===== src/rtl/fbpa_pkg.sv =====
// Shared constants, payload types and codes for the fixed block pool allocator.
package fbpa_pkg;

  // Pool geometry.
  localparam int MAX_BLOCKS   = 64;
  localparam int HEADER_BYTES = 16;
  localparam int BLK_W        = $clog2(MAX_BLOCKS);
  localparam int LINK_W       = $clog2(MAX_BLOCKS + 1);

  // Field and register widths.
  localparam int SIZE_W    = 13;
  localparam int COUNT_W   = 7;
  localparam int REQ_W     = 16;
  localparam int OFFSET_W  = 19;
  localparam int STATUS_W  = 3;
  localparam int STRIDE_W  = 13;
  localparam int SIZE_MAX  = 4096;

  // Register reset values.
  localparam int SIZE_RESET  = 64;
  localparam int COUNT_RESET = 64;

  // Configuration port.
  localparam int APB_AW = 3;
  localparam int APB_DW = 32;
  localparam logic REG_BLOCK_SIZE  = 1'b0;
  localparam logic REG_BLOCK_COUNT = 1'b1;

  // The null link value marks the end of the free list.
  localparam logic [LINK_W-1:0] NULL_LINK = LINK_W'(MAX_BLOCKS);

  // Commands.
  localparam logic CMD_ALLOC = 1'b0;
  localparam logic CMD_FREE  = 1'b1;

  // Result status codes.
  localparam logic [STATUS_W-1:0] STATUS_OK         = 3'd0;
  localparam logic [STATUS_W-1:0] STATUS_TOO_LARGE  = 3'd1;
  localparam logic [STATUS_W-1:0] STATUS_EMPTY      = 3'd2;
  localparam logic [STATUS_W-1:0] STATUS_BAD_OFFSET = 3'd3;
  localparam logic [STATUS_W-1:0] STATUS_NOT_ALLOC  = 3'd4;

  typedef struct packed {
    logic                cmd;
    logic [REQ_W-1:0]    request_size;
    logic [OFFSET_W-1:0] data_offset;
  } req_t;

  typedef struct packed {
    logic                ok;
    logic [STATUS_W-1:0] status;
    logic [OFFSET_W-1:0] granted_offset;
  } rsp_t;

endpackage


===== src/rtl/fixed_block_pool_allocator.sv =====
// Top level of the fixed block pool allocator: free list, sequencer and offset divider.
//
// The block hands out and takes back equal-sized blocks of a pool through a LIFO
// free list. Requests arrive on the req channel (valid/ready) and every request
// produces exactly one transfer on the rsp channel (valid/ready) carrying ok, a
// status code and, for a successful allocate, the data offset of the block.
// An allocate passes through S_ALLOC and S_DONE before its result is offered. A free
// runs the offset through a restoring divider, one quotient bit a cycle, then
// through S_FREE and S_DONE; a free whose offset lies below the header skips
// the divider and goes straight to S_DONE.
// req_ready is high only while the sequencer is idle, so the block works on one
// request at a time and takes the next only after the last result is loaded.
// Results sit in an output register; the sequencer goes back to idle once its
// result is loaded, so a new request can be taken while the previous result still
// waits for the receiver. If the receiver stalls longer, the next result waits in
// the sequencer and req_ready stays low until the output register drains.
// The APB port holds block_size (address 0) and block_count (address 4). Any
// write rebuilds the free list: all blocks free, block 0 first. Synchronous reset
// does the same with both registers at their reset values. The list is rebuilt at
// once through per-entry valid bits, so no clearing pass is needed.
module fixed_block_pool_allocator (
  input  logic                          clk,
  input  logic                          rst,
  input  logic                          req_valid,
  output logic                          req_ready,
  input  fbpa_pkg::req_t                req,
  output logic                          rsp_valid,
  input  logic                          rsp_ready,
  output fbpa_pkg::rsp_t                rsp,
  input  logic                          psel,
  input  logic                          penable,
  input  logic                          pwrite,
  input  logic [fbpa_pkg::APB_AW-1:0]   paddr,
  input  logic [fbpa_pkg::APB_DW-1:0]   pwdata,
  output logic [fbpa_pkg::APB_DW-1:0]   prdata,
  output logic                          pready
);

  localparam logic [2:0] S_IDLE  = 3'd0;
  localparam logic [2:0] S_ALLOC = 3'd1;
  localparam logic [2:0] S_DIV   = 3'd2;
  localparam logic [2:0] S_FREE  = 3'd3;
  localparam logic [2:0] S_DONE  = 3'd4;

  localparam int DIV_STEPS = fbpa_pkg::OFFSET_W;
  localparam int CNT_W     = $clog2(DIV_STEPS);

  // Control state.
  logic [2:0]                         state;
  logic [fbpa_pkg::SIZE_W-1:0]        block_size;
  logic [fbpa_pkg::COUNT_W-1:0]       block_count;
  logic [fbpa_pkg::LINK_W-1:0]        head;
  logic [fbpa_pkg::MAX_BLOCKS-1:0]    nf_valid;
  logic [fbpa_pkg::MAX_BLOCKS-1:0]    marks;

  // Datapath registers.
  fbpa_pkg::req_t                     req_q;
  fbpa_pkg::rsp_t                     res;
  logic [fbpa_pkg::OFFSET_W-1:0]      quo;
  logic [fbpa_pkg::STRIDE_W-1:0]      rem;
  logic [CNT_W-1:0]                   cnt;

  // Link memory, one entry per block.
  logic [fbpa_pkg::LINK_W-1:0]        nf_mem [fbpa_pkg::MAX_BLOCKS];
  logic [fbpa_pkg::LINK_W-1:0]        nf_rdata;
  logic                               nf_we;
  logic [fbpa_pkg::BLK_W-1:0]         nf_waddr;
  logic [fbpa_pkg::LINK_W-1:0]        nf_wdata;

  logic                               cfg_wr;
  logic                               req_xfer;
  logic                               rsp_load;
  logic [fbpa_pkg::SIZE_W-1:0]        size_eff;
  logic [fbpa_pkg::LINK_W-1:0]        count_eff;
  logic [fbpa_pkg::STRIDE_W-1:0]      stride;
  logic [fbpa_pkg::BLK_W-1:0]         head_idx;
  logic [fbpa_pkg::LINK_W-1:0]        head_inc;
  logic [fbpa_pkg::LINK_W-1:0]        link;
  logic                               too_large;
  logic                               alloc_ok;
  logic [fbpa_pkg::OFFSET_W-1:0]      granted;
  logic [fbpa_pkg::STRIDE_W:0]        trial;
  logic                               trial_ge;
  logic [fbpa_pkg::BLK_W-1:0]         quo_idx;
  logic                               offset_bad;
  logic                               free_ok;

  assign pready   = 1'b1;
  assign cfg_wr   = psel && penable && pwrite;
  assign req_ready = (state == S_IDLE);
  assign req_xfer = req_valid && req_ready;
  assign rsp_load = (state == S_DONE) && (!rsp_valid || rsp_ready);

  always_comb begin
    case (paddr[2])
      fbpa_pkg::REG_BLOCK_SIZE:  prdata = fbpa_pkg::APB_DW'(block_size);
      fbpa_pkg::REG_BLOCK_COUNT: prdata = fbpa_pkg::APB_DW'(block_count);
      default:                   prdata = '0;
    endcase
  end

  // Out-of-range register values are clamped into the legal range.
  always_comb begin
    if (block_size == '0) begin
      size_eff = fbpa_pkg::SIZE_W'(1);
    end else if (32'(block_size) > fbpa_pkg::SIZE_MAX) begin
      size_eff = fbpa_pkg::SIZE_W'(fbpa_pkg::SIZE_MAX);
    end else begin
      size_eff = block_size;
    end
    if (block_count == '0) begin
      count_eff = fbpa_pkg::LINK_W'(1);
    end else if (32'(block_count) > fbpa_pkg::MAX_BLOCKS) begin
      count_eff = fbpa_pkg::LINK_W'(fbpa_pkg::MAX_BLOCKS);
    end else begin
      count_eff = fbpa_pkg::LINK_W'(block_count);
    end
  end

  assign stride = fbpa_pkg::STRIDE_W'(size_eff) + fbpa_pkg::STRIDE_W'(fbpa_pkg::HEADER_BYTES);

  // An entry never written since the last rebuild holds its initial link.
  assign head_idx = head[fbpa_pkg::BLK_W-1:0];
  assign head_inc = fbpa_pkg::LINK_W'(head_idx) + fbpa_pkg::LINK_W'(1);
  assign link     = nf_valid[head_idx] ? nf_rdata
                  : ((head_inc < count_eff) ? head_inc : fbpa_pkg::NULL_LINK);

  assign too_large = req_q.request_size > fbpa_pkg::REQ_W'(size_eff);
  assign alloc_ok  = !too_large && (head != fbpa_pkg::NULL_LINK);
  assign granted   = fbpa_pkg::OFFSET_W'(head_idx) * fbpa_pkg::OFFSET_W'(stride)
                   + fbpa_pkg::OFFSET_W'(fbpa_pkg::HEADER_BYTES);

  // One restoring division step per cycle.
  assign trial    = {rem, quo[fbpa_pkg::OFFSET_W-1]};
  assign trial_ge = trial >= (fbpa_pkg::STRIDE_W+1)'(stride);

  assign quo_idx    = quo[fbpa_pkg::BLK_W-1:0];
  assign offset_bad = (rem != '0) || (quo >= fbpa_pkg::OFFSET_W'(count_eff));
  assign free_ok    = !offset_bad && marks[quo_idx];

  always_comb begin
    nf_we    = 1'b0;
    nf_waddr = head_idx;
    nf_wdata = fbpa_pkg::NULL_LINK;
    case (state)
      S_ALLOC: begin
        nf_we = alloc_ok;
      end
      S_FREE: begin
        nf_we    = free_ok;
        nf_waddr = quo_idx;
        nf_wdata = head;
      end
      default: begin
        nf_we = 1'b0;
      end
    endcase
  end

  always_ff @(posedge clk) begin
    if (nf_we) begin
      nf_mem[nf_waddr] <= nf_wdata;
    end
    nf_rdata <= nf_mem[head_idx];
  end

  // Sequencer and free-list control.
  always_ff @(posedge clk) begin
    if (rst) begin
      state       <= S_IDLE;
      block_size  <= fbpa_pkg::SIZE_W'(fbpa_pkg::SIZE_RESET);
      block_count <= fbpa_pkg::COUNT_W'(fbpa_pkg::COUNT_RESET);
      head        <= '0;
      nf_valid    <= '0;
      marks       <= '0;
      rsp_valid   <= 1'b0;
    end else begin
      if (rsp_valid && rsp_ready) begin
        rsp_valid <= 1'b0;
      end
      if (cfg_wr) begin
        if (paddr[2] == fbpa_pkg::REG_BLOCK_SIZE) begin
          block_size <= pwdata[fbpa_pkg::SIZE_W-1:0];
        end else begin
          block_count <= pwdata[fbpa_pkg::COUNT_W-1:0];
        end
        head     <= '0;
        nf_valid <= '0;
        marks    <= '0;
      end
      case (state)
        S_IDLE: begin
          if (req_valid) begin
            if (req.cmd == fbpa_pkg::CMD_ALLOC) begin
              state <= S_ALLOC;
            end else if (req.data_offset < fbpa_pkg::OFFSET_W'(fbpa_pkg::HEADER_BYTES)) begin
              state <= S_DONE;
            end else begin
              state <= S_DIV;
            end
          end
        end
        S_ALLOC: begin
          if (alloc_ok) begin
            head               <= link;
            nf_valid[head_idx] <= 1'b1;
            marks[head_idx]    <= 1'b1;
          end
          state <= S_DONE;
        end
        S_DIV: begin
          if (cnt == '0) begin
            state <= S_FREE;
          end
        end
        S_FREE: begin
          if (free_ok) begin
            head              <= fbpa_pkg::LINK_W'(quo_idx);
            nf_valid[quo_idx] <= 1'b1;
            marks[quo_idx]    <= 1'b0;
          end
          state <= S_DONE;
        end
        S_DONE: begin
          if (!rsp_valid || rsp_ready) begin
            rsp_valid <= 1'b1;
            state     <= S_IDLE;
          end
        end
        default: begin
          state <= S_IDLE;
        end
      endcase
    end
  end

  // Datapath: request capture, divider and result formation.
  always_ff @(posedge clk) begin
    if (req_xfer) begin
      req_q <= req;
      quo   <= req.data_offset - fbpa_pkg::OFFSET_W'(fbpa_pkg::HEADER_BYTES);
      rem   <= '0;
      cnt   <= CNT_W'(DIV_STEPS - 1);
      res   <= '{ok: 1'b0, status: fbpa_pkg::STATUS_BAD_OFFSET, granted_offset: '0};
    end
    case (state)
      S_ALLOC: begin
        if (too_large) begin
          res <= '{ok: 1'b0, status: fbpa_pkg::STATUS_TOO_LARGE, granted_offset: '0};
        end else if (!alloc_ok) begin
          res <= '{ok: 1'b0, status: fbpa_pkg::STATUS_EMPTY, granted_offset: '0};
        end else begin
          res <= '{ok: 1'b1, status: fbpa_pkg::STATUS_OK, granted_offset: granted};
        end
      end
      S_DIV: begin
        quo <= {quo[fbpa_pkg::OFFSET_W-2:0], trial_ge};
        rem <= trial_ge ? fbpa_pkg::STRIDE_W'(trial - (fbpa_pkg::STRIDE_W+1)'(stride))
                        : trial[fbpa_pkg::STRIDE_W-1:0];
        cnt <= cnt - CNT_W'(1);
      end
      S_FREE: begin
        if (offset_bad) begin
          res <= '{ok: 1'b0, status: fbpa_pkg::STATUS_BAD_OFFSET, granted_offset: '0};
        end else if (!free_ok) begin
          res <= '{ok: 1'b0, status: fbpa_pkg::STATUS_NOT_ALLOC, granted_offset: '0};
        end else begin
          res <= '{ok: 1'b1, status: fbpa_pkg::STATUS_OK, granted_offset: '0};
        end
      end
      default: begin
      end
    endcase
    if (rsp_load) begin
      rsp <= res;
    end
  end

endmodule


===== config.mk =====
export PLATFORM = sky130hd
export DESIGN_NAME = fixed_block_pool_allocator
export DESIGN_NICKNAME = d
export VERILOG_FILES = /design/src/rtl/fbpa_pkg.sv /design/src/rtl/fixed_block_pool_allocator.sv
export SDC_FILE = /design/constraint.sdc
export NUM_CORES = 1
export LEC_CHECK = 0
export BUFFER_PORTS_ARGS = -buffer_cell sky130_fd_sc_hd__buf_2
export CORE_ASPECT_RATIO = 0.5
export CORE_UTILIZATION = 25
export CTS_CLUSTER_DIAMETER = 100
export DETAILED_ROUTE_END_ITERATION = 7
export PLACE_DENSITY_LB_ADDON = 0.12
export SYNTH_ARGS = -nofsm -noshare
export SYNTH_HDL_FRONTEND = slang
export SYNTH_SLANG_ARGS = --single-unit

===== constraint.sdc =====
create_clock -name clk -period 7.9 [get_ports clk]
set_input_delay 0.395 -clock clk [delete_from_list [all_inputs] [get_ports clk]]
set_output_delay 0.395 -clock clk [all_outputs]
set_load 0.1 [all_outputs]

[Word level (Yosys, flattened, before mapping)]
Memories as Yosys holds them, arrays and structs flattened. A register that Yosys moved wholly into a read port is not among the register bits.
Cells that the tools add are included.
Word-level totals
  bits in registers: 258
  bits in writable memories: 448
  input bits: 78
  output and inout bits: 58
  word-level logic and storage cells: 131
  memories: 1
Operators by class
  add/subtract/negate cells: 6
  $mul: 1
  order comparisons: 11
  eq/ne operators: 8
  mux-type cells: 56
  bitwise operators: 6
  reduce and logical (&&, ||, !) cells: 25
Memories
  nf_mem: depth 64, width 7, read ports 1, clocked after Yosys merged registers in 1, wr ports 1, line fixed_block_pool_allocator.sv:64  | logic [fbpa_pkg::LINK_W-1:0] nf_mem [fbpa_pkg::MAX_BLOCKS];
Operator list (number)
  $mux W64: 8
  $pmux W64 S2: 2
  $or A64 B64 Y64: 3
  $mux W23: 5
  $mux W13: 5
  $and A64 B64 Y64: 1
  $not A64 Y64: 1
  $pmux W32 S2: 1
  $mux W7: 8
  $pmux W23 S2: 1
  $mux W19: 2
  $add A19 B5 Y19 const B: 1
  $ge A19 B7 Y1: 1
  $lt A19 B5 Y1 const B: 1
  $mul A6 B13 Y19: 1
  $sub A19 B5 Y19 const B: 1
  $gt A16 B13 Y1: 1
  $mux W3: 5
  $ge A14 B13 Y1: 1
  $lt A6 B7 Y1 const B: 2
  $pmux W7 S2: 1
  $add A13 B5 Y13 const B: 1
  $gt A13 B13 Y1 const B: 1
  $logic_not A13 Y1: 1
  other kinds (32): 58

[Logic depth before layout (Yosys ltp)]
Gate-level depths: netlist of the first run.
  depth after elaboration: 10
  depth in mapped cells: 22
  gate-level depth less buffers: 21

[Worst setup path after synthesis of the first run]
OpenSTA, ideal clock, no wires.
  path type: reg2reg
  start: register block_size[12] (netlist bit)
  end: register res[17] (netlist bit) (data pin)
  library setup time: 266 ps
  data arrival time: 5232 ps
  data required time: 7634 ps
  slack: 2402 ps
  stages on the path, launching flop included: 23
  path buffers: 1
  period minus slack after synthesis: 5498 ps
  cell sequence: dfxtp_1 clkbuf_1 clkinv_1 nand2_1 inv_1 ha_1 inv_1 nor2_1 fa_1 inv_1 fa_1 fa_1 inv_1 ha_1 ha_1 a21o_1 a21o_1 a2111oi_0 nor3_1 nor3_1 o31ai_1 xnor2_1 nor2_1
On the way
  longest elaborated chain between the ends: 9
  elaborated cells between the ends (all ways): 13
  those cells by class: add/sub: 2; mul: 1; order compare: 2; mux: 5; reduce/logical: 3
RTL lines
  start: declaration: line fixed_block_pool_allocator.sv:50  | logic [fbpa_pkg::SIZE_W-1:0] block_size;
  start signal: assignment: line fixed_block_pool_allocator.sv:171  | block_size <= fbpa_pkg::SIZE_W'(fbpa_pkg::SIZE_RESET);
  start signal: assignment: line fixed_block_pool_allocator.sv:183  | block_size <= pwdata[fbpa_pkg::SIZE_W-1:0];
  $gt A13 B13 Y1: line fixed_block_pool_allocator.sv:106  | end else if (32'(block_size) > fbpa_pkg::SIZE_MAX) begin
  $mux W13: line fixed_block_pool_allocator.sv:106
  $mux W13 (*): line fixed_block_pool_allocator.sv:104  | if (block_size == '0) begin
  $add A13 B5 Y13 / $gt A16 B13 Y1 (equally long branches): line fixed_block_pool_allocator.sv:120, fixed_block_pool_allocator.sv:128
  $mul A6 B13 Y19 / $logic_not A1 Y1 (equally long branches): line fixed_block_pool_allocator.sv:130, fixed_block_pool_allocator.sv:129
  $add A19 B5 Y19 / $logic_and A1 B1 Y1 (equally long branches): line fixed_block_pool_allocator.sv:131, fixed_block_pool_allocator.sv:129
  $mux W23: line fixed_block_pool_allocator.sv:250  | end else if (!alloc_ok) begin
  $mux W23 (*): line fixed_block_pool_allocator.sv:248  | if (too_large) begin
  $pmux W23 S2 (*): line fixed_block_pool_allocator.sv:246  | case (state)
  end signal: assignment: line fixed_block_pool_allocator.sv:249  | res <= '{ok: 1'b0, status: fbpa_pkg::STATUS_TOO_LARGE, granted_offset: '0};
  end signal: assignment: line fixed_block_pool_allocator.sv:251  | res <= '{ok: 1'b0, status: fbpa_pkg::STATUS_EMPTY, granted_offset: '0};
  end signal: assignment: line fixed_block_pool_allocator.sv:253  | res <= '{ok: 1'b1, status: fbpa_pkg::STATUS_OK, granted_offset: granted};
  end: declaration: line fixed_block_pool_allocator.sv:58  | fbpa_pkg::rsp_t res;
Mark *: on every way between the ends. The rest lies on a longest branch, timed or not.
A chain may end at the register's enable or synchronous reset.

[Worst setup path in the final report of the first run]
Ends and elaborated chain as after synthesis.

==> impl_results.md, run 1 <==
- Status: complete, no violations
- Layout cells sized above 1: 12.8%
- Max Clock Skew: between 0.03 and 0.04 ns
- Initial Utilization: ~25%
- # resized after CTS: 0
- Startpoint types: flip-flop
- Antenna Violating Nets Remaining: 0
- Post-Syn Area: 32600 sq um
- Core footprint: around 130000 sq um
- HP Class: in -> reg
- CP top delay family: adder cells
- Crit path DAT: a little over 7 ns
- Cell taking the most area after synthesis: edfxtp_1
- Max Slew Vio Count: 0
- Slowest CP cell: a2111oi_0
- Worst rel slew slack: about 15%
- Number of setup buffers added after CTS: 0
- Hold buffers post-CTS: 32
- Cts bufs inserted: 75
- Final setup vio count: 0
- Post-synth EDFFs: around 550
- Chip height: ~260 microns
- Ant diodes: 0
- Period utilization: a little over four fifths
- CTS H-tree depth: 3
- Worst setup margin: between 1 and 1.5 ns
- GRT Residual Overflow: 0
- Final Hold Viols: 0
- Drt first-iter violations: between 1500 and 2000
- Yosys reg bits: a little over 700
- Distinct cells, synth: 78
- Setup TNS: 0 ns
- Drt drc: 0
- Synth top cells by count: 547 x edfxtp_1, 222 x a22oi_1, 194 x nor2_1, 166 x dfxtp_1, 150 x nand2_1
- Worst VDD drop: 0.000137 V
- CTS tree: yes
- Buffers plus inverters on the worst setup path: 3
- CP Capture Type: flip-flop
- F_max: approximately 150 MHz
- RSZ-0062 raised after global routing: false
- Via count: around 22000
- Vias in the first global route: ~22000
- Die ar.: approximately 130000 sq um
- Top Ports: between 100 and 150
- Buffers on Ports: 94
- Yosys top cell area share: roughly half
- Chip Width: around 500 microns
- WL/cell: 25.0 microns
- Final-stage net count: 2923
- TritonCTS Sinks: a little over 700
- CTS root buffer: clkbuf_16
- Cells after Synth: around 2600
- Syn_area_per_cell: around 12 sq um
- Total Wirelength: between 100 and 150 mm
- DR vias/cell: 4.97
- Worst Tran Pin Value: roughly 1.3 ns
- Final Critical Period: around 6.6 ns
- Layout area overhead: 15.7%
- Power per cell area: 223 nW/um^2
- Synth area leaders: edfxtp_1 50%, dfxtp_1 10%, a22oi_1 5.1%, ha_1 3.2%, fa_1 2.9%
- Clock latency at the later pin of the worst-skew pair: about 0.70 ns
- TritonRoute pass-1 iters: 5
- Asr flop ratio synth: 0%
- Longest Clk Path Bufs: 3
- Leakage: around 12 nW
- Placement Setup Slack: ~1.4 ns
- Crit Path Class: reg -> reg
- Final GP Congestion: between 0.7 and 0.8
- Pin count of the biggest net entering global routing: 65
- Crit-path max cell delay: a little under 0.7 ns
- Synth Flop Type: edfxtp_1
- HPWL after DPL: a little over 70 mm
- Critical Path, Cell by Cell: clkinv_1 > nand2_1 > inv_1 > ha_1 > nand3_1 > xor2_1 > a21oi_1 > inv_1 > nor2_1 > fa_1 > fa_1 > fa_1 > ha_1 > ha_1 > a2111oi_0 > nor3_1 > nor3_1 > o31ai_1 > xnor2_1 > nor2_1
- Synth warn: 0
- Total of max-cap violations: 0
- Row count: 93
- Worst-path fanout max: 10
- GRT Total Usage: 16.7%
- Seq/Total Area, Yosys: 60.7%
- Antenna violations before repair: 2
- Global-route wire length before repair: about 160 mm
- Required time of the critical path: 8.32 ns
- Top-count cell post-synth: edfxtp_1
- CTS clk-pin slew, worst paths: 0.07 ns
## worst paths after layout
path | from | to | slack [ns] | depth (start not counted)
max | block_size[12] | res[17] | 1.26 | 20
min | req[4] | quo[4] | 0.06 | 2
max reg2reg | block_size[12] | res[17] | 1.26 | 20
min reg2reg | res[0] | rsp[0] | 0.42 | 0
## cell type report
cell class	instances	area (sq um)
fill	13200	91300
sequential	713	19800
multi-input combinational	1679	11900
tap	1710	2140
clock buffer	92	1970
timing repair buffer	192	1300
clock inverter	44	440
inverter	54	203
## worst register-to-register path, delay by kind of cell (launching register included)
family / cells / cell delay [ns]
flip-flops: 1 / 0.52
buffers and inverters: 3 / 0.81
adder cells (fa/ha/maj): 6 / 2.32
AO/OA/AOI/OAI: 3 / 1.24
XOR/XNOR: 2 / 0.24
AND/OR/NAND/NOR: 6 / 1.26
## power breakdown
part | internal (mW) | total [mW] | switching (mW)
sequential | 4.09 | 4.16 | 0.0658
clock | 1.93 | 3.55 | 1.62
combinational | 0.209 | 0.691 | 0.482
total | 6.23 | 8.40 | 2.17
## cells by family after synthesis
logic type,synth area share [%]
AOI/OAI and AO/OA,15.3
muxes,2.32
and+or+nand+nor,11.0
xor gates and xnor gates,1.26
adders and majority gates,6.08
DFF,60.7
other,0.0231
buffers and inverters,3.37
## state kept, by name, summed over array words and instances (netlist names), 3 cells and up
register	cells
nf_mem	448
marks	64
nf_valid	64
res	23
rsp	23
quo	19
req_q	16
block_size	13
rem	13
block_count	7
head	7
nf_rdata	7
cnt	5
state	3
## placed cells by master (no fill, tap or decap), types with 15 or more instances in the layout
| cell | count |
|---|---|
| edfxtp_1 | 547 |
| a22oi_1 | 222 |
| nor2_1 | 190 |
| dfxtp_1 | 165 |
| nand2_1 | 150 |
| o21ai_0 | 112 |
| a21oi_1 | 99 |
| buf_2 | 93 |
| ha_1 | 83 |
| clkbuf_16 | 75 |
| o211ai_1 | 71 |
| buf_4 | 66 |
| inv_1 | 51 |
| fa_1 | 47 |
| a221oi_1 | 44 |
| nand3_1 | 42 |
| and2_1 | 41 |
| a22o_1 | 41 |
| a31oi_1 | 40 |
| nor2b_1 | 35 |
| nand4_1 | 33 |
| dlygate4sd3_1 | 32 |
| xnor2_1 | 31 |
| nor3_1 | 30 |
| nand2b_1 | 27 |
| or2_1 | 27 |
| or2_2 | 26 |
| mux2i_1 | 24 |
| o21ai_1 | 21 |
| clkinv_1 | 20 |
| conb_1 | 20 |
| nor4_1 | 19 |
| xor2_1 | 16 |
| or2_0 | 16 |
| a21o_1 | 15 |
## per-stage QoR
| step | total power [mW] | instances | instance area, sq um | hold WS [ns] | utilization [%] |
|---|---|---|---|---|---|
| after floorplan | 4.71 | 2628 | 32600 | 0.400 | - |
| after global placement | 4.92 | 4316 | 34900 | 0.407 | 27.1 |
| after detailed placement | 4.92 | 4316 | 34900 | 0.405 | 27.1 |
| after CTS | 8.50 | 4484 | 37700 | 0.00172 | 29.2 |
| after global routing | 8.70 | 4484 | 37700 | 0.0346 | 29.2 |
| final | 8.40 | 4484 | 37700 | 0.0567 | 29.2 |
## per-layer routing
layer | share of wire, % | GRT usage (%) | vias up
met2 | 44 | 25.6 | 527
met3 | 4.6 | 2.79 | 122
met4 | 1.5 | 3.25 | 0
met1 | 50 | 24.6 | 11500
li1 | - | - | 10200
met5 | 0 | 0 | -
(Power assumes the default switching activity.)
==> run 2, diff against run 1 <==
==> constraint.sdc (replaced) <==
create_clock -name clk -period 6.2 [get_ports clk]
set_input_delay 0.31 -clock clk [delete_from_list [all_inputs] [get_ports clk]]
set_output_delay 0.31 -clock clk [all_outputs]
set_load 0.1 [all_outputs]
==> run 2 against run 1 <==
  * Fmax up 14%
  * Die area stayed put
  * Sequential power is 27% higher
  * Register-to-register slack worse by 0.89 ns
  * Critical path depth fell by 1
  * Clock power increased by 25%
  * First-iteration DRC count up 3.3%
  * Non-clock buffer count rose by 74
  * Critical endpoint unchanged
  * Highest routed layer unchanged
==> impl_results.md, run 2 (synthesized netlist as in run 1, its figures left out) <==
- Status: complete, no violations
- Crit Path Class: reg -> reg
- Post-Layout Cell Count: around 4600
- CTS clk-pin slew, worst paths: roughly 0.070 ns
- Die ar.: 132000 sq um
- Leakage: between 10 and 15 nW
- Vias in the first global route: roughly 22000
- GRT Residual Overflow: 0
- Commonest non-fill, non-tap cell in the layout: edfxtp_1
- Crit-path max cell delay: about 0.54 ns
- Total Wirelength: about 110 mm
- Final setup vio count: 0
- RSZ-0062 raised after global routing: false
- Slowest CP cell: fa_1
- Cts bufs inserted: between 70 and 80
- Buffers on Ports: 94
- Crit-path most repeated cell: fa_1
- Chip height: between 200 and 300 microns
- Final Hold Slack: 0.0645 ns
- Longest Clk Path Bufs: 3
- Final Power: between 10 and 15 mW
- Largest regs: nf_mem: 448 flops, marks: 64 flops, nf_valid: 64 flops
- Worst VDD drop: about 0.00017 V
- Clock group share of total power: roughly two fifths
- Worst Tran Pin Value: around 1.0 ns
- Critical Path, Cell by Cell: nor4_1 > nand3_1 > a21oi_1 > nand2_1 > fa_1 > fa_1 > fa_1 > inv_1 > ha_1 > ha_1 > a21o_1 > a21o_1 > a2111oi_0 > buf_4 > nor3_1 > nor3_1 > o31ai_1 > xnor2_1 > nor2_1
- Required time of the critical path: 6.60 ns
- Antenna Violating Nets Remaining: 0
- TritonRoute pass-1 iters: 5
- HPWL after DPL: ~72 mm
- Pin count of the biggest net entering global routing: a little under 70
- TritonCTS Sinks: between 700 and 800
- WL/cell: approximately 25 microns
- Startpoint types: flip-flop
- Period utilization: between 90% and 100%
- GRT Total Usage: between 10% and 20%
- Worst-path fanout max: 7
- Reg with most FFs: nf_mem
- Layout area overhead: 17.4%
- CTS tree: yes
- Highest-count cells in the layout ignoring fill and taps: 547 x edfxtp_1, 222 x a22oi_1, 190 x nor2_1
- Global-route wire length before repair: around 160 mm
- Final Hold Viols: 0
- Area occupied by multi-input gates: 11900 sq um
- Final-stage net count: 2996
- CTS root buffer: clkbuf_16
- Worst rel slew slack: between 30% and 40%
- Max Slew Vio Count: 0
- CP top delay family: adder cells
- Setup TNS: 0 ns
- Total of max-cap violations: 0
- Core footprint: between 100000 and 150000 sq um
- Internal: ~7.9 mW
- Final Critical Period: just under 6 ns
- Final core occ: 29.7%
- DR vias/cell: a little under 5
- # resized after CTS: 0
- CP Capture Type: flip-flop
- Sw frac: between 20% and 30%
- Reg area: around 20000 sq um
- Clock latency at the later pin of the worst-skew pair: approximately 0.69 ns
- Total net switching power: around 2.7 mW
- Drt first-iter violations: between 1500 and 2000
- Top Ports: between 100 and 150
- Post-Place Cells: around 4400
- Initial Utilization: 25.3%
- Power per cell area: between 200 and 300 nW/um^2
- Buffers plus inverters on the worst setup path: 2
- Chip Width: 512 microns
- F_max: around 170 MHz
- Sequential share of power: between 40% and 50%
- Row count: 93
- CTS H-tree depth: 3
- Antenna violations before repair: 7
- Via count: ~23000
- Final GP Congestion: 0.804
- Layout cells sized above 1: 14.8%
- Max reg flops: between 400 and 500
- Drt drc: 0
- Comb pwr share: under 10%
- HP Class: in -> reg
- Max Clock Skew: between 0.03 and 0.04 ns
- Fillers: ~13000
- Crit path DAT: ~6.2 ns
run 2: per-stage QoR:
step / worst slack, ns / instance area [sq um]
2_1_floorplan: 0.702 / 32600
3_3_place_gp: 0.406 / 35500
5_1_grt: 0.0733 / 38200
6_report: 0.372 / 38200
4_1_cts: 0.326 / 38200
3_5_place_dp: 0.390 / 35500
run 2: power by group through the flow:
stage	Sequential (mW)	Clock (mW)	Combinational, mW
after floorplan	5.38	0	0.624
final	5.29	4.45	0.896
after CTS	5.29	4.58	0.901
after global routing	5.30	4.75	0.971
after global placement	5.40	0	0.881
after detailed placement	5.39	0	0.880
run 2: area by class of cell:
cell class                 count  area share (%)
multi-input combinational   1679            31.0
clock buffer                 113            5.58
timing repair buffer         266            5.01
sequential                   713            51.7
inverter                      54           0.530
antenna                        1         0.00655
clock inverter                24           0.579
tap                         1710            5.60
run 2: what timing repair did:
action / in CTS / in global routing
hold buffers: 36 / 0
buffers inserted: 0 / 0
endpoints found under the setup margin: 0 / 0
hold endpoints to repair: 44 / 0
run 2: worst paths after layout:
path / startpoint / to / slack (ns) / cells after the start
hold / removal: req[11] / quo[11] / 0.06 / 3
hold reg to reg: res[17] / rsp[17] / 0.41 / 0
setup / recovery: block_size[7] / res[17] / 0.37 / 19
setup reg to reg: block_size[7] / res[17] / 0.37 / 19
run 2: routing by layer:
metal	global-route usage (%)	wire (microns)	up-vias
li1	-	-	10300
met1	25.1	56300	11600
met2	25.4	49000	590
met3	3.07	5810	127
met4	3.83	2050	0
met5	0	0	-
run 2: worst min-delay path, delay by kind of cell:
kind / cells / cell delay (ns)
AO/OA/AOI/OAI: 1 / 0.14
buffers and inverters: 1 / 0.09
XOR/XNOR: 1 / 0.08
==> run 3, diff against run 2 <==
--- a/config.mk
+++ b/config.mk
@@ -11,6 +11,7 @@
 export CTS_CLUSTER_DIAMETER = 100
 export DETAILED_ROUTE_END_ITERATION = 7
 export PLACE_DENSITY_LB_ADDON = 0.12
+export REMOVE_ABC_BUFFERS = 1
 export SYNTH_ARGS = -nofsm -noshare
 export SYNTH_HDL_FRONTEND = slang
 export SYNTH_SLANG_ARGS = --single-unit
==> run 3 against run 2 <==
  * Power up 1.8%
  * First-iteration DRC count down 6.0%
  * Sequential power about the same
  * Sequential share of layout area down 0.066 points
  * Clock power up 4%
  * Fmax up 0.84%
  * Count of clock-buffer cells in the layout down 14
  * Critical endpoint unchanged
  * Critical path type unchanged
==> impl_results.md, run 3 (synthesized netlist as in run 1, its figures left out) <==
- Crit-path most repeated cell: inv_1
- CTS tree: yes
- Crit path DAT: 6.18 ns
- Reg with most FFs: nf_mem
- Clock latency at the later pin of the worst-skew pair: approximately 0.7 ns
- Highest-count cells in the layout ignoring fill and taps: 547 x edfxtp_1, 222 x a22oi_1, 190 x nor2_1
- Critical Path, Cell by Cell: clkinv_1 > nand2_1 > inv_1 > ha_1 > inv_1 > nor2_1 > fa_1 > inv_1 > fa_1 > fa_1 > inv_1 > ha_1 > ha_1 > a21o_1 > a21o_1 > a2111oi_0 > buf_4 > nor3_1 > nor3_1 > o31ai_1 > xnor2_1 > nor2_1
- TritonCTS Sinks: about 710
- TritonRoute pass-1 iters: 6
- CP top delay family: adder cells
- Hold buffers post-CTS: 37
- Worst rel slew slack: 19.4%
- Pin count of the biggest net entering global routing: 65
- Slowest CP cell: fa_1
- Largest regs: nf_mem: 448 flops, marks: 64 flops, nf_valid: 64 flops
- DR vias/cell: 4.94
- Fillers: approximately 13000
- RSZ-0062 raised after global routing: false
- Vias in the first global route: around 23000
- Power per cell area: around 280 nW/um^2
- Chip height: roughly 260 microns
- CP Capture Type: flip-flop
- Max Slew Vio Count: 0
- # resized after CTS: 0
- Final Critical Period: around 5.8 ns
- Status: complete, no violations
- GRT Residual Overflow: 0
- Worst Tran Pin Value: roughly 1.2 ns
- Total Wirelength: approximately 110 mm
- WL/cell: roughly 25 microns
- Crit Path Class: reg -> reg
- Layout cells sized above 1: 14.5%
- Antenna violations before repair: 4
- Antenna Violating Nets Remaining: 0
- Row count: between 90 and 100
- Post-Place Cells: about 4400
- Max Clock Skew: between 0.04 and 0.05 ns
- Die ar.: between 100000 and 150000 sq um
- Via count: ~23000
- Drt first-iter violations: approximately 1700
- Initial Utilization: about a quarter
- Worst VDD drop: 0.000173 V
- Commonest non-fill, non-tap cell in the layout: edfxtp_1
- Core footprint: between 100000 and 150000 sq um
- HP Class: in -> reg
- Period utilization: between 90 and 100%
- Cts bufs inserted: 76
- Final setup vio count: 0
- Final GP Congestion: between 0.8 and 0.9
- HPWL after DPL: about 72 mm
- CTS root buffer: clkbuf_16
- Number of setup buffers added after CTS: 0
- Worst-path fanout max: 9
- CTS clk-pin slew, worst paths: ~0.060 ns
- Buffers on Ports: 94
- Total of max-cap violations: 0
- Crit-path max cell delay: between 0.5 and 0.6 ns
- CTS H-tree depth: 3
- Layout area overhead: 17.6%
- Final-stage net count: 2989
- Max reg flops: 448
- GRT Total Usage: about 17%
- Final Hold Viols: 0
- Top Ports: around 140
- Leakage: between 10 and 15 nW
- Global-route wire length before repair: 165 mm
- Chip Width: ~510 microns
- Buffers plus inverters on the worst setup path: 6
- Setup TNS: 0 ns
- Drt drc: 0
- Longest Clk Path Bufs: 3
- Post-Layout Cell Count: around 4600
- F_max: 173 MHz
- Startpoint types: flip-flop
- Required time of the critical path: about 6.6 ns
==> run 3: worst register-to-register path, cell delays in order (launching register included) <==
cell	delay, ns
dfxtp_1	0.33
clkinv_1	0.24
nand2_1	0.16
inv_1	0.15
ha_1	0.45
inv_1	0.14
nor2_1	0.16
fa_1	0.43
inv_1	0.07
fa_1	0.43
fa_1	0.55
inv_1	0.04
ha_1	0.33
ha_1	0.30
a21o_1	0.15
a21o_1	0.20
a2111oi_0	0.42
buf_4	0.19
nor3_1	0.06
nor3_1	0.34
o31ai_1	0.17
xnor2_1	0.16
nor2_1	0.05
==> run 3: final timing paths <==
path | end | depth (start not counted) | slack, ns | start
setup / recovery | res[17] | 22 | 0.42 | block_size[12]
hold / removal | quo[10] | 3 | 0.07 | req[10]
setup reg to reg | res[17] | 22 | 0.42 | block_size[12]
hold reg to reg | rsp[19] | 0 | 0.40 | res[19]
==> run 3: final cells by class <==
type,count,area [sq um],area share (%)
flip-flops and latches,713,19800,51.6
diodes,2,5.00,0.0131
repair buffers,257,1840,4.81
multi-input cells,1679,11900,31.0
clock inverters,40,449,1.17
well taps,1710,2140,5.59
clock buffers,99,2030,5.30
inverters,54,203,0.530
==> run 3: stage by stage <==
step                      util (%)  cell area, sq um  setup slack (ns)  power (mW)  hold WS, ns
after floorplan                  -             31700             0.420        5.94        0.379
after global placement        27.5             35400             0.408        6.27        0.402
after detailed placement      27.5             35400             0.482        6.27        0.406
after CTS                     29.7             38300             0.441        11.0       0.0146
after global routing          29.7             38300          0.000876        11.2       0.0468
final                         29.7             38300             0.421        10.8       0.0714
==> run 3: report_power, final <==
group	leakage [nW]	switching [mW]	internal (mW)
registers	5.70	0.101	5.21
clock network	1.19	2.05	2.59
logic	5.40	0.600	0.272
==> run 3: layer usage <==
layer,global-route usage [%],share of wire (%)
met2,25.9,44
met3,2.54,4.7
met1,25.3,50
met4,3.25,1.5
met5,0,0
